$ cat config.mk
export PLATFORM = sky130hd
export DESIGN_NAME = neighbor_table_with_aging
export DESIGN_NICKNAME = d
export VERILOG_FILES = /design/src/design/nta_pkg.sv /design/src/design/nta_cell.sv /design/src/design/nta_row.sv /design/src/design/neighbor_table_with_aging.sv
export VERILOG_INCLUDE_DIRS = /design/src /design/src/design
export SDC_FILE = /design/constraint.sdc
export NUM_CORES = 2
export LEC_CHECK = 0
export BUFFER_PORTS_ARGS = -buffer_cell sky130_fd_sc_hd__buf_2
export CORE_MARGIN = 2
export CORE_UTILIZATION = 34
export CTS_BUF_LIST = sky130_fd_sc_hd__clkbuf_16
export CTS_CLUSTER_DIAMETER = 60
export CTS_CLUSTER_SIZE = 14
export DETAILED_ROUTE_END_ITERATION = 7
export HOLD_SLACK_MARGIN = 0.05
export SETUP_SLACK_MARGIN = 0.5
export SKIP_LAST_GASP = 1
export SYNTH_ARGS = -nofsm -noshare
export SYNTH_HDL_FRONTEND = slang
export SYNTH_HIERARCHICAL = 1
export SYNTH_SLANG_ARGS = --single-unit
$ cat constraint.sdc
create_clock -name clk -period 10.7 [get_ports clk]
set_clock_uncertainty 0.2 [all_clocks]
set_input_delay 0.535 -clock clk [delete_from_list [all_inputs] [get_ports clk]]
set_output_delay 0.535 -clock clk [all_outputs]
set_load 0.01 [all_outputs]
$ cat src/design/neighbor_table_with_aging_defines.svh
// Assertion macros for the neighbour table.
`ifndef NEIGHBOR_TABLE_WITH_AGING_DEFINES_SVH
`define NEIGHBOR_TABLE_WITH_AGING_DEFINES_SVH

`ifndef ASSERT_OFF
// Implication or plain property, checked on every rising edge out of reset.
`define NTA_ASSERT(lbl, prop, msg) \
    lbl: assert property (@(posedge clk) disable iff (!rst_n) (prop)) else $error(msg);
// Condition that must never hold.
`define NTA_NEVER(lbl, cond, msg) \
    lbl: assert property (@(posedge clk) disable iff (!rst_n) !(cond)) else $error(msg);
`else
`define NTA_ASSERT(lbl, prop, msg)
`define NTA_NEVER(lbl, cond, msg)
`endif

`endif

$ cat src/design/nta_pkg.sv
package nta_pkg;

    localparam int unsigned MAX_ENTRIES_DEF = 16;

    localparam int unsigned ADDR_W  = 32;
    localparam int unsigned LEVEL_W = 11;
    localparam int unsigned TIME_W  = 32;
    localparam int unsigned CNT_OUT_W = 5;

    localparam logic [TIME_W-1:0] AGE_TIMEOUT_RESET = 32'd120000;

    localparam logic OP_SEEN  = 1'b0;
    localparam logic OP_SWEEP = 1'b1;

    typedef enum logic [1:0] {
        STATUS_REFRESHED = 2'd0,
        STATUS_INSERTED  = 2'd1,
        STATUS_FULL      = 2'd2,
        STATUS_SWEPT     = 2'd3
    } status_t;

    typedef enum logic [1:0] {
        FSM_IDLE,
        FSM_RUN,
        FSM_DONE
    } fsm_t;

    // One neighbour record.
    typedef struct packed {
        logic [ADDR_W-1:0]         addr;
        logic signed [LEVEL_W-1:0] level;
        logic [TIME_W-1:0]         seen;
    } rec_t;

    // Control broadcast to every cell of the row.
    typedef struct packed {
        logic step;
        logic push;
    } cell_ctrl_t;

endpackage

$ cat src/design/nta_cell.sv
module nta_cell #(
    parameter int unsigned MAX_ENTRIES = nta_pkg::MAX_ENTRIES_DEF,
    parameter int unsigned INDEX       = 0,
    localparam int unsigned CW         = $clog2(MAX_ENTRIES + 1)
) (
    input  logic                clk,
    input  nta_pkg::cell_ctrl_t ctrl,
    input  logic [CW-1:0]       ring_len,
    input  nta_pkg::rec_t       nbr_rec,
    input  nta_pkg::rec_t       push_rec,
    output nta_pkg::rec_t       rec
);

    localparam logic [CW-1:0] POS = CW'(INDEX + 1);

    nta_pkg::rec_t rec_reg;
    nta_pkg::rec_t rec_next;

    // Cells inside the ring take from their neighbour; the last ring cell
    // takes the pushed record when push is set; cells outside the ring hold.
    always_comb
    begin
        rec_next = rec_reg;
        if (ctrl.step)
        begin
            if (POS < ring_len)
            begin
                rec_next = nbr_rec;
            end
            else if (POS == ring_len && ctrl.push)
            begin
                rec_next = push_rec;
            end
        end
    end

    always_ff @(posedge clk)
    begin
        rec_reg <= rec_next;
    end

    assign rec = rec_reg;

endmodule

$ cat src/design/nta_row.sv
module nta_row #(
    parameter int unsigned MAX_ENTRIES = nta_pkg::MAX_ENTRIES_DEF,
    localparam int unsigned CW         = $clog2(MAX_ENTRIES + 1)
) (
    input  logic                clk,
    input  nta_pkg::cell_ctrl_t ctrl,
    input  logic [CW-1:0]       ring_len,
    input  nta_pkg::rec_t       push_rec,
    output nta_pkg::rec_t       head_rec
);

    nta_pkg::rec_t cell_q [MAX_ENTRIES];

    for (genvar i = 0; i < MAX_ENTRIES; i++)
    begin : g_cell
        nta_pkg::rec_t nbr;

        // The last cell has no neighbour; it only ever loads the pushed record.
        if (i == MAX_ENTRIES - 1)
        begin : g_last
            assign nbr = push_rec;
        end
        else
        begin : g_mid
            assign nbr = cell_q[i+1];
        end

        nta_cell #(
            .MAX_ENTRIES (MAX_ENTRIES),
            .INDEX       (i)
        ) u_cell (
            .clk      (clk),
            .ctrl     (ctrl),
            .ring_len (ring_len),
            .nbr_rec  (nbr),
            .push_rec (push_rec),
            .rec      (cell_q[i])
        );
    end

    assign head_rec = cell_q[0];

endmodule

$ cat src/design/neighbor_table_with_aging.sv
// Neighbour table with aging.
// An input transfer (in_valid/in_ready) carries one item: operation 0 reports
// a neighbour heard (refresh its record or append a new one), operation 1
// sweeps out every record older than age_timeout. Each item gives exactly one
// result transfer (out_valid/out_ready) with a status, the record count after
// the item and, for a sweep, the number of records removed.
// The records sit in a row of MAX_ENTRIES cells that works as a circular
// queue: each cycle the head record is examined and either pushed back at the
// tail (kept, possibly refreshed, or replaced by a new record) or dropped.
// One item therefore takes a full rotation of the ring and then a hand-over
// of the result to the output register; the block accepts no new item until
// it has handed over the result and returned to idle.
// The result register lets the next item be accepted and processed while an
// earlier result is still waiting; if the receiver stalls for longer, the
// finished item waits in its final state until the register frees up.
// The configuration transfer (cfg_valid/cfg_ready, cfg_data) writes
// age_timeout and is always ready; write it only while the block is idle.
// Reset empties the table (count zero) and restores the default timeout.
`include "neighbor_table_with_aging_defines.svh"

module neighbor_table_with_aging #(
    parameter int unsigned MAX_ENTRIES = nta_pkg::MAX_ENTRIES_DEF,
    localparam int unsigned CW         = $clog2(MAX_ENTRIES + 1)
) (
    input  logic                               clk,
    input  logic                               rst_n,

    input  logic                               cfg_valid,
    output logic                               cfg_ready,
    input  logic [nta_pkg::TIME_W-1:0]         cfg_data,

    input  logic                               in_valid,
    output logic                               in_ready,
    input  logic                               operation,
    input  logic [nta_pkg::ADDR_W-1:0]         node_addr,
    input  logic signed [nta_pkg::LEVEL_W-1:0] signal_level,
    input  logic [nta_pkg::TIME_W-1:0]         now_time,

    output logic                               out_valid,
    input  logic                               out_ready,
    output logic [1:0]                         status,
    output logic [nta_pkg::CNT_OUT_W-1:0]      entry_count,
    output logic [nta_pkg::CNT_OUT_W-1:0]      removed_count
);

    localparam logic [CW-1:0] LAST_STEP = CW'(MAX_ENTRIES - 1);
    localparam logic [CW-1:0] FULL_LEN  = CW'(MAX_ENTRIES);

    // Control state.
    nta_pkg::fsm_t               state_reg, state_next;
    logic [CW-1:0]               count_reg, count_next;
    logic [CW-1:0]               step_reg, step_next;
    logic [CW-1:0]               len_reg, len_next;
    logic [CW-1:0]               removed_reg, removed_next;
    logic                        found_reg, found_next;
    logic                        ins_reg, ins_next;
    logic [nta_pkg::TIME_W-1:0]  timeout_reg;

    // The item being worked on.
    logic                               op_reg;
    logic [nta_pkg::ADDR_W-1:0]         addr_reg;
    logic signed [nta_pkg::LEVEL_W-1:0] level_reg;
    logic [nta_pkg::TIME_W-1:0]         now_reg;

    // Result register.
    logic                          out_valid_reg, out_valid_next;
    nta_pkg::status_t              status_reg, status_next;
    logic [nta_pkg::CNT_OUT_W-1:0] entry_count_reg;
    logic [nta_pkg::CNT_OUT_W-1:0] removed_count_reg;

    // FSM decodes.
    logic in_take;
    logic running;
    logic out_load;
    logic last_step;

    // Ring datapath.
    nta_pkg::cell_ctrl_t ctrl;
    nta_pkg::rec_t       head_rec;
    nta_pkg::rec_t       push_rec;
    logic                head_valid;
    logic                head_match;
    logic                head_insert;
    logic                head_aged;
    logic [nta_pkg::TIME_W-1:0] head_age;

    assign cfg_ready = 1'b1;

    // Next state.
    always_comb
    begin
        state_next = state_reg;
        unique case (state_reg)
            nta_pkg::FSM_IDLE:
            begin
                if (in_valid)
                begin
                    state_next = nta_pkg::FSM_RUN;
                end
            end
            nta_pkg::FSM_RUN:
            begin
                if (step_reg == LAST_STEP)
                begin
                    state_next = nta_pkg::FSM_DONE;
                end
            end
            nta_pkg::FSM_DONE:
            begin
                if (!out_valid_reg || out_ready)
                begin
                    state_next = nta_pkg::FSM_IDLE;
                end
            end
            default:
            begin
                state_next = nta_pkg::FSM_IDLE;
            end
        endcase
    end

    // FSM outputs.
    always_comb
    begin
        in_ready  = 1'b0;
        running   = 1'b0;
        out_load  = 1'b0;
        last_step = 1'b0;
        unique case (state_reg)
            nta_pkg::FSM_IDLE:
            begin
                in_ready = 1'b1;
            end
            nta_pkg::FSM_RUN:
            begin
                running   = 1'b1;
                last_step = (step_reg == LAST_STEP);
            end
            nta_pkg::FSM_DONE:
            begin
                out_load = !out_valid_reg || out_ready;
            end
            default:
            begin
                in_ready = 1'b0;
            end
        endcase
    end

    assign in_take = in_valid && in_ready;

    // Head of the ring: decide what, if anything, goes back in at the tail.
    assign head_valid  = (step_reg < count_reg);
    assign head_age    = now_reg - head_rec.seen;
    assign head_aged   = head_valid && (head_age > timeout_reg);
    assign head_match  = head_valid && !found_reg && (head_rec.addr == addr_reg);
    // The first free slot comes round only after every valid record has been
    // searched, so a miss is known by then.
    assign head_insert = !found_reg && (step_reg == count_reg);

    always_comb
    begin
        push_rec     = head_rec;
        ctrl.step    = running;
        ctrl.push    = 1'b1;
        found_next   = found_reg;
        ins_next     = ins_reg;
        removed_next = removed_reg;
        len_next     = len_reg;
        if (op_reg == nta_pkg::OP_SWEEP)
        begin
            if (head_aged)
            begin
                ctrl.push    = 1'b0;
                removed_next = removed_reg + CW'(1);
                len_next     = len_reg - CW'(1);
            end
        end
        else
        begin
            priority if (head_match)
            begin
                push_rec.level = level_reg;
                push_rec.seen  = now_reg;
                found_next     = 1'b1;
            end
            else if (head_insert)
            begin
                push_rec.addr  = addr_reg;
                push_rec.level = level_reg;
                push_rec.seen  = now_reg;
                ins_next       = 1'b1;
            end
        end
    end

    nta_row #(
        .MAX_ENTRIES (MAX_ENTRIES)
    ) u_row (
        .clk      (clk),
        .ctrl     (ctrl),
        .ring_len (len_reg),
        .push_rec (push_rec),
        .head_rec (head_rec)
    );

    // Count after the item, settled on the last rotation step.
    always_comb
    begin
        count_next = count_reg;
        if (last_step)
        begin
            if (op_reg == nta_pkg::OP_SWEEP)
            begin
                count_next = count_reg - removed_next;
            end
            else
            begin
                count_next = count_reg + CW'(ins_next);
            end
        end
    end

    assign step_next = in_take ? '0 : (running ? step_reg + CW'(1) : step_reg);

    always_comb
    begin
        if (op_reg == nta_pkg::OP_SWEEP)
        begin
            status_next = nta_pkg::STATUS_SWEPT;
        end
        else if (found_reg)
        begin
            status_next = nta_pkg::STATUS_REFRESHED;
        end
        else if (ins_reg)
        begin
            status_next = nta_pkg::STATUS_INSERTED;
        end
        else
        begin
            status_next = nta_pkg::STATUS_FULL;
        end
    end

    assign out_valid_next = out_load ? 1'b1 : (out_ready ? 1'b0 : out_valid_reg);

    always_ff @(posedge clk or negedge rst_n)
    begin
        if (!rst_n)
        begin
            state_reg     <= nta_pkg::FSM_IDLE;
            count_reg     <= '0;
            step_reg      <= '0;
            len_reg       <= FULL_LEN;
            removed_reg   <= '0;
            found_reg     <= 1'b0;
            ins_reg       <= 1'b0;
            timeout_reg   <= nta_pkg::AGE_TIMEOUT_RESET;
            out_valid_reg <= 1'b0;
        end
        else
        begin
            state_reg     <= state_next;
            count_reg     <= count_next;
            step_reg      <= step_next;
            out_valid_reg <= out_valid_next;
            if (cfg_valid && cfg_ready)
            begin
                timeout_reg <= cfg_data;
            end
            if (in_take)
            begin
                len_reg     <= FULL_LEN;
                removed_reg <= '0;
                found_reg   <= 1'b0;
                ins_reg     <= 1'b0;
            end
            else if (running)
            begin
                len_reg     <= len_next;
                removed_reg <= removed_next;
                found_reg   <= found_next;
                ins_reg     <= ins_next;
            end
        end
    end

    // Item and result payload registers.
    always_ff @(posedge clk)
    begin
        if (in_take)
        begin
            op_reg    <= operation;
            addr_reg  <= node_addr;
            level_reg <= signal_level;
            now_reg   <= now_time;
        end
        if (out_load)
        begin
            status_reg        <= status_next;
            entry_count_reg   <= nta_pkg::CNT_OUT_W'(count_reg);
            removed_count_reg <= nta_pkg::CNT_OUT_W'(removed_reg);
        end
    end

    assign out_valid     = out_valid_reg;
    assign status        = status_reg;
    assign entry_count   = entry_count_reg;
    assign removed_count = removed_count_reg;

    `NTA_NEVER(a_count_range, count_reg > FULL_LEN, "record count beyond table size")
    `NTA_ASSERT(a_run_ends, last_step |=> state_reg == nta_pkg::FSM_DONE, "rotation did not end")
    `NTA_ASSERT(a_seen_full_ring, (running && op_reg == nta_pkg::OP_SEEN) |-> len_reg == FULL_LEN, "ring shrank on a seen item")
    `NTA_NEVER(a_removed_bound, running && removed_reg > count_reg, "more records removed than held")

endmodule

# --- Word level (Yosys, flattened, before mapping) ---
# Index checks and enable logic that the tools add are counted.
totals:
  reg_bits: 1345
  input_bits: 113
  output_inout_bits: 15
  elab_cells: 248
op_classes:
  n_addsub: 6
  n_lt_le_gt_ge: 18
  eq_ne: 25
  n_mux: 70
  n_reduce_logical: 65
ops:
  columns: ["op", "n"]
  rows:
  - ["two-way mux 75 bit", 34]
  - ["two-way mux 5 bit", 11]
  - ["two-way mux 43 bit", 1]
  - ["nonzero test 2 bit", 21]
  - ["equality test 4 x 5 -> 1 bit (first input constant)", 8]
  - ["less-than comparator 4 x 5 -> 1 bit (first input constant)", 8]
  - ["equality test 32 bit", 1]
  - ["> comparator 32 bit", 1]
  - ["two-way mux 32 bit", 1]
  - ["AND reduction 2 bit", 16]
  - ["subtractor 32 bit", 1]
  - ["logical AND 1 bit", 21]
  - ["equality test 3 x 5 -> 1 bit (first input constant)", 4]
  - ["less-than comparator 3 x 5 -> 1 bit (first input constant)", 4]
  - ["two-way mux 1 bit", 17]
  - ["adder 5 x 1 -> 5 bit (second input constant)", 2]
  - ["equality test 2 x 5 -> 1 bit (first input constant)", 2]
  - ["less-than comparator 2 x 5 -> 1 bit (first input constant)", 2]
  - ["two-way mux 2 bit", 5]
  - ["AND reduction 3 bit", 3]
  - ["inequality test 2 bit (second input constant)", 3]
  - ["case mux 2 bit (3 select lines)", 1]
  - ["adder 5 x 1 -> 5 bit", 1]
  - ["equality test 1 x 5 -> 1 bit (first input constant)", 1]
  - ["other kinds (14)", 15]

# --- Depth between registers and ports, before layout ---
depth:
  word_depth: 8
  depth_mapped: 31

# --- Modules after synthesis ---
# Netlist, hierarchy kept.
by_module_without_submodules:
  columns: ["module", "instances", "cells_per_inst", "area_per_inst_um2", "seq_area_each_um2"]
  rows:
  - ["neighbor_table_with_aging", 1, 845, 9053.7, 4078.9]
  - ["nta_cell (u_row.g_cell[15].u_cell ...)", 2, 161, 3204.3, 2252.2]
  - ["nta_cell (u_row.g_cell[8].u_cell)", 1, 431, 4689.5, 2252.2]
  - ["nta_cell (u_row.g_cell[9].u_cell)", 1, 164, 3457.1, 2252.2]
  - ["nta_cell (u_row.g_cell[12].u_cell)", 1, 163, 3450.8, 2252.2]
  - ["nta_cell (u_row.g_cell[13].u_cell)", 1, 161, 3415.8, 2252.2]
  - ["nta_cell (u_row.g_cell[3].u_cell)", 1, 164, 3392.0, 2252.2]
  - ["nta_cell (u_row.g_cell[10].u_cell)", 1, 161, 3387.0, 2252.2]
  - ["nta_cell (u_row.g_cell[6].u_cell)", 1, 161, 3385.7, 2252.2]
  - ["nta_cell (u_row.g_cell[14].u_cell)", 1, 162, 3329.4, 2252.2]
  - ["nta_cell (u_row.g_cell[11].u_cell)", 1, 162, 3215.6, 2252.2]
  - ["nta_cell (u_row.g_cell[7].u_cell)", 1, 162, 3214.3, 2252.2]
  - ["nta_cell (u_row.g_cell[1].u_cell)", 1, 161, 3206.8, 2252.2]
  - ["nta_cell (u_row.g_cell[5].u_cell)", 1, 162, 3204.3, 2252.2]
  - ["+2 rows", null, null, null, null]

# --- Worst setup path before layout ---
# No wires, ideal clock.
synth_timing:
  path_kind: "register -> register"
  from: "register now_reg[0] in the netlist's numbering"
  to: "register u_row.g_cell[10].u_cell.rec_reg (netlist bit u_row/g_cell[10].u_cell/rec[0]), enable pin"
  setup_ns: 0.622
  t_arrival_ns: 9.639
  path_slack_ns: 0.239
  path_stages_with_launch: 21
  path_buffers: 0
  synth_period_minus_slack_ns: 10.461
  cell_sequence: "edfxtp_1 inv_1 ha_1 inv_1 fa_1 a211oi_1 o21ai_2 a31oi_4 o311ai_2 a221oi_2 o221ai_2 a41oi_1 o21bai_1 xor2_1 ha_1 nand4_1 nor4_1 a21oi_1 a22oi_4 nand4_1 a21boi_0"
synth_lines:
  columns: ["item", "line_no", "rtl"]
  rows:
  - ["start, declared", "neighbor_table_with_aging.sv:63", "logic [nta_pkg::TIME_W-1:0] now_reg;"]
  - ["start signal, assigned", "neighbor_table_with_aging.sv:297", "now_reg <= now_time;"]
  - ["end signal, assigned", "nta_cell.sv:39", "rec_reg <= rec_next;"]
  - ["end, declared", "nta_cell.sv:16", "nta_pkg::rec_t rec_reg;"]

# --- Worst setup path in the final report ---
layout_timing:
  from: "register now_reg[0] in the netlist's numbering"
  to: "register count_reg[4]"
layout_between:
  elab_chain_len: 7
layout_rtl:
  columns: ["item", "line_no", "rtl"]
  rows:
  - ["subtractor 32 bit", "neighbor_table_with_aging.sv:154", "assign head_age = now_reg - head_rec.seen;"]
  - ["> comparator 32 bit", "neighbor_table_with_aging.sv:155", "assign head_aged = head_valid && (head_age > timeout_reg);"]
  - ["logical AND 1 bit", "neighbor_table_with_aging.sv:155", null]
  - ["two-way mux 5 bit", "neighbor_table_with_aging.sv:172", "if (head_aged)"]
  - ["two-way mux 5 bit", "neighbor_table_with_aging.sv:170", "if (op_reg == nta_pkg::OP_SWEEP)"]
  - ["subtractor 5 bit", "neighbor_table_with_aging.sv:215", "count_next = count_reg - removed_next;"]
  - ["two-way mux 5 bit", "neighbor_table_with_aging.sv:213", "if (op_reg == nta_pkg::OP_SWEEP)"]
  - ["end signal, assigned", "neighbor_table_with_aging.sv:265", "count_reg <= count_next;"]
  - ["end, declared", "neighbor_table_with_aging.sv:51", "logic [CW-1:0] count_reg, count_next;"]
# Every way passes these cells.
# A chain may end at the register's enable or synchronous reset.

==> impl_metrics.py <==
metrics = {
    "critical_path": {
        "cp_slowest_cell": "a22oi_4",
        "reg2reg_depth": 30,
        "slowest_delay_ns": 0.77,
        "startpoint_type": "flop",
        "required_ns": 11.05,
        "arrival_ns": 8.06,
        "crit_fanout": 24,
        "path_class": "flop to flop",
        "worst_setup_path_end_kind": "flop",
        "crit_top_cell": "ha_1",
    },
    "timing": {
        "worstMarginPinSlew_ns": 1.14,
        "setup_viol": 0,
        "hold_slack_ns": 0.254,
        "max_freq_ghz": 0.130,
        "rsz0062_at_grt": "no",
        "drv_slew": 0,
        "fin_setup_tns_ns": 0,
        "final-hold-violation-count": 0,
        "timing.final.crit_share_pct": 72.0,
        "finalCriticalPeriod_ns": 7.71,
        "max_slew_margin_pct": 23.8,
    },
    "placed_design": {
        "io_buffers": 115,
        "post-place-cells": 5431,
        "gp_congestion": 0.789,
        "hpwl_um": 67300,
        "place_area_mm2": 0.0573,
    },
    "final_layout": {
        "layout_common_cells": "1101 x edfxtp_1, 524 x mux2_2, 259 x mux2_1",
        "stdcell_area_mm2": 0.0610,
        "diodes": 0,
        "synthToLayoutAreaGrowth_pct": 11.0,
        "drive_above_1_share_pct": 32.8,
        "largest_reg_flops": 1024,
        "fin_cells": 5676,
        "final_nets": 3661,
        "utilization_pct": 38.0,
        "final_common_cell": "edfxtp_1",
    },
    "clocking": {
        "tritoncts": "yes",
        "h-tree-depth": 3,
        "cts.sinks": 1158,
        "path_clk_slew_ns": 0.07,
        "clockBufferDepth": 3,
        "cts_resized": 0,
        "clk_latency_ns": 0.68,
        "cts_root_buf": "clkbuf_16",
        "cts_inserted_buffers": 97,
        "cts_setup_buffers": 0,
    },
    "global_routing": {
        "globalRouteTotalUtil_pct": 13.5,
        "grt_pass1_vias": 28800,
        "gr-total-overflow": 0,
        "grt_pass1_wl_um": 174000,
        "antenna_found_initial": 0,
        "grt_max_degree": 160,
    },
    "status": {
        "status": "finished clean",
    },
    "synthesis": {
        "netlist_area_mm2": 0.0549,
        "syn_area_per_cell_um2": 16.7,
        "synthCells": 3290,
        "synth-warning-count": 6,
        "syn_nets": 3481,
    },
    "power": {
        "vdd_ir_drop_max_mv": 0.184,
        "powerDensity_mw_per_mm2": 340,
        "p_leak_uw": 0.0220,
    },
    "drt": {
        "avgRoutedWirePerCell_um": 19.8,
        "viasPerCell": 4.90,
        "routed_wl_um": 112000,
        "num_vias": 27800,
        "ant_nets": 0,
        "drc_errors": 0,
        "drt_iter0_drc": 1922,
        "drt-pass1-iter-count": 5,
    },
    "floorplanning": {
        "die-area_mm2": 0.165,
        "io_pins": 128,
        "rows": 147,
        "die_width_um": 406,
        "core_region_area_mm2": 0.161,
        "die_h_um": 406,
        "initial_utilization_pct": 34.2,
    },
    "job": {
        "maxCapViolations": 0,
    },
    "hold_path": {
        "whs_path_depth": 0,
        "hold_path_class": "flop to flop",
    },
}
## critical path, delay by kind of cell (launching register included)
family,cells,cell delay (ns)
AOI/OAI and AO/OA,14,3.56
and+or+nand+nor,6,1.46
adders and majority gates,4,1.23
DFF,1,0.36
xor gates and xnor gates,3,0.36
muxes,1,0.29
buffers and inverters,2,0.14
## through the flow
| stage | power, µW | setup slack, ns |
|---|---|---|
| 6_report | 20700 | 2.99 |
| 5_1_grt | 22000 | 2.44 |
| 4_1_cts | 21000 | 2.87 |
| 3_5_place_dp | 17600 | 2.88 |
| 3_3_place_gp | 17300 | 2.93 |
| 2_1_floorplan | 15800 | 1.07 |
## repair_timing
item                                   CTS  global route
endpoints found under the hold margin  149             0
setup endpoints to repair                0             0
hold buffers                           100             0
## worst paths after layout
path / start / slack [ns] / end
setup reg to reg: now_reg[0] / 2.99 / count_reg[4]
min in group asynchronous: rst_n / 0.36 / timeout_reg[31]
hold / removal: count_reg[4] / 0.25 / entry_count[4]
setup / recovery: now_reg[0] / 2.99 / count_reg[4]
max in group asynchronous: rst_n / 9.37 / len_reg[3]
hold reg to reg: count_reg[4] / 0.25 / entry_count[4]
## power breakdown
| group | internal [µW] | switching (µW) | total, µW |
|---|---|---|---|
| clock network | 1690 | 1570 | 3260 |
| registers | 8640 | 695 | 9330 |
| logic | 3530 | 4590 | 8120 |
## final cells by class
class / count / area, µm²
clock buffers: 101 / 2530
fillers: 14800 / 99600
well taps: 2160 / 2700
multi-input cells: 1858 / 18700
repair buffers: 267 / 1980
flip-flops and latches: 1158 / 34500
inverters: 88 / 332
clock inverters: 44 / 220
## metal layers
layer	global-route usage [%]	up-vias	wire, µm
met4	3.97	0	2260
li1	-	13000	-
met3	1.60	130	4120
met1	17.8	14200	51100
met5	0	-	0
met2	23.4	526	54900
Power figures use the tool's default switching activity.
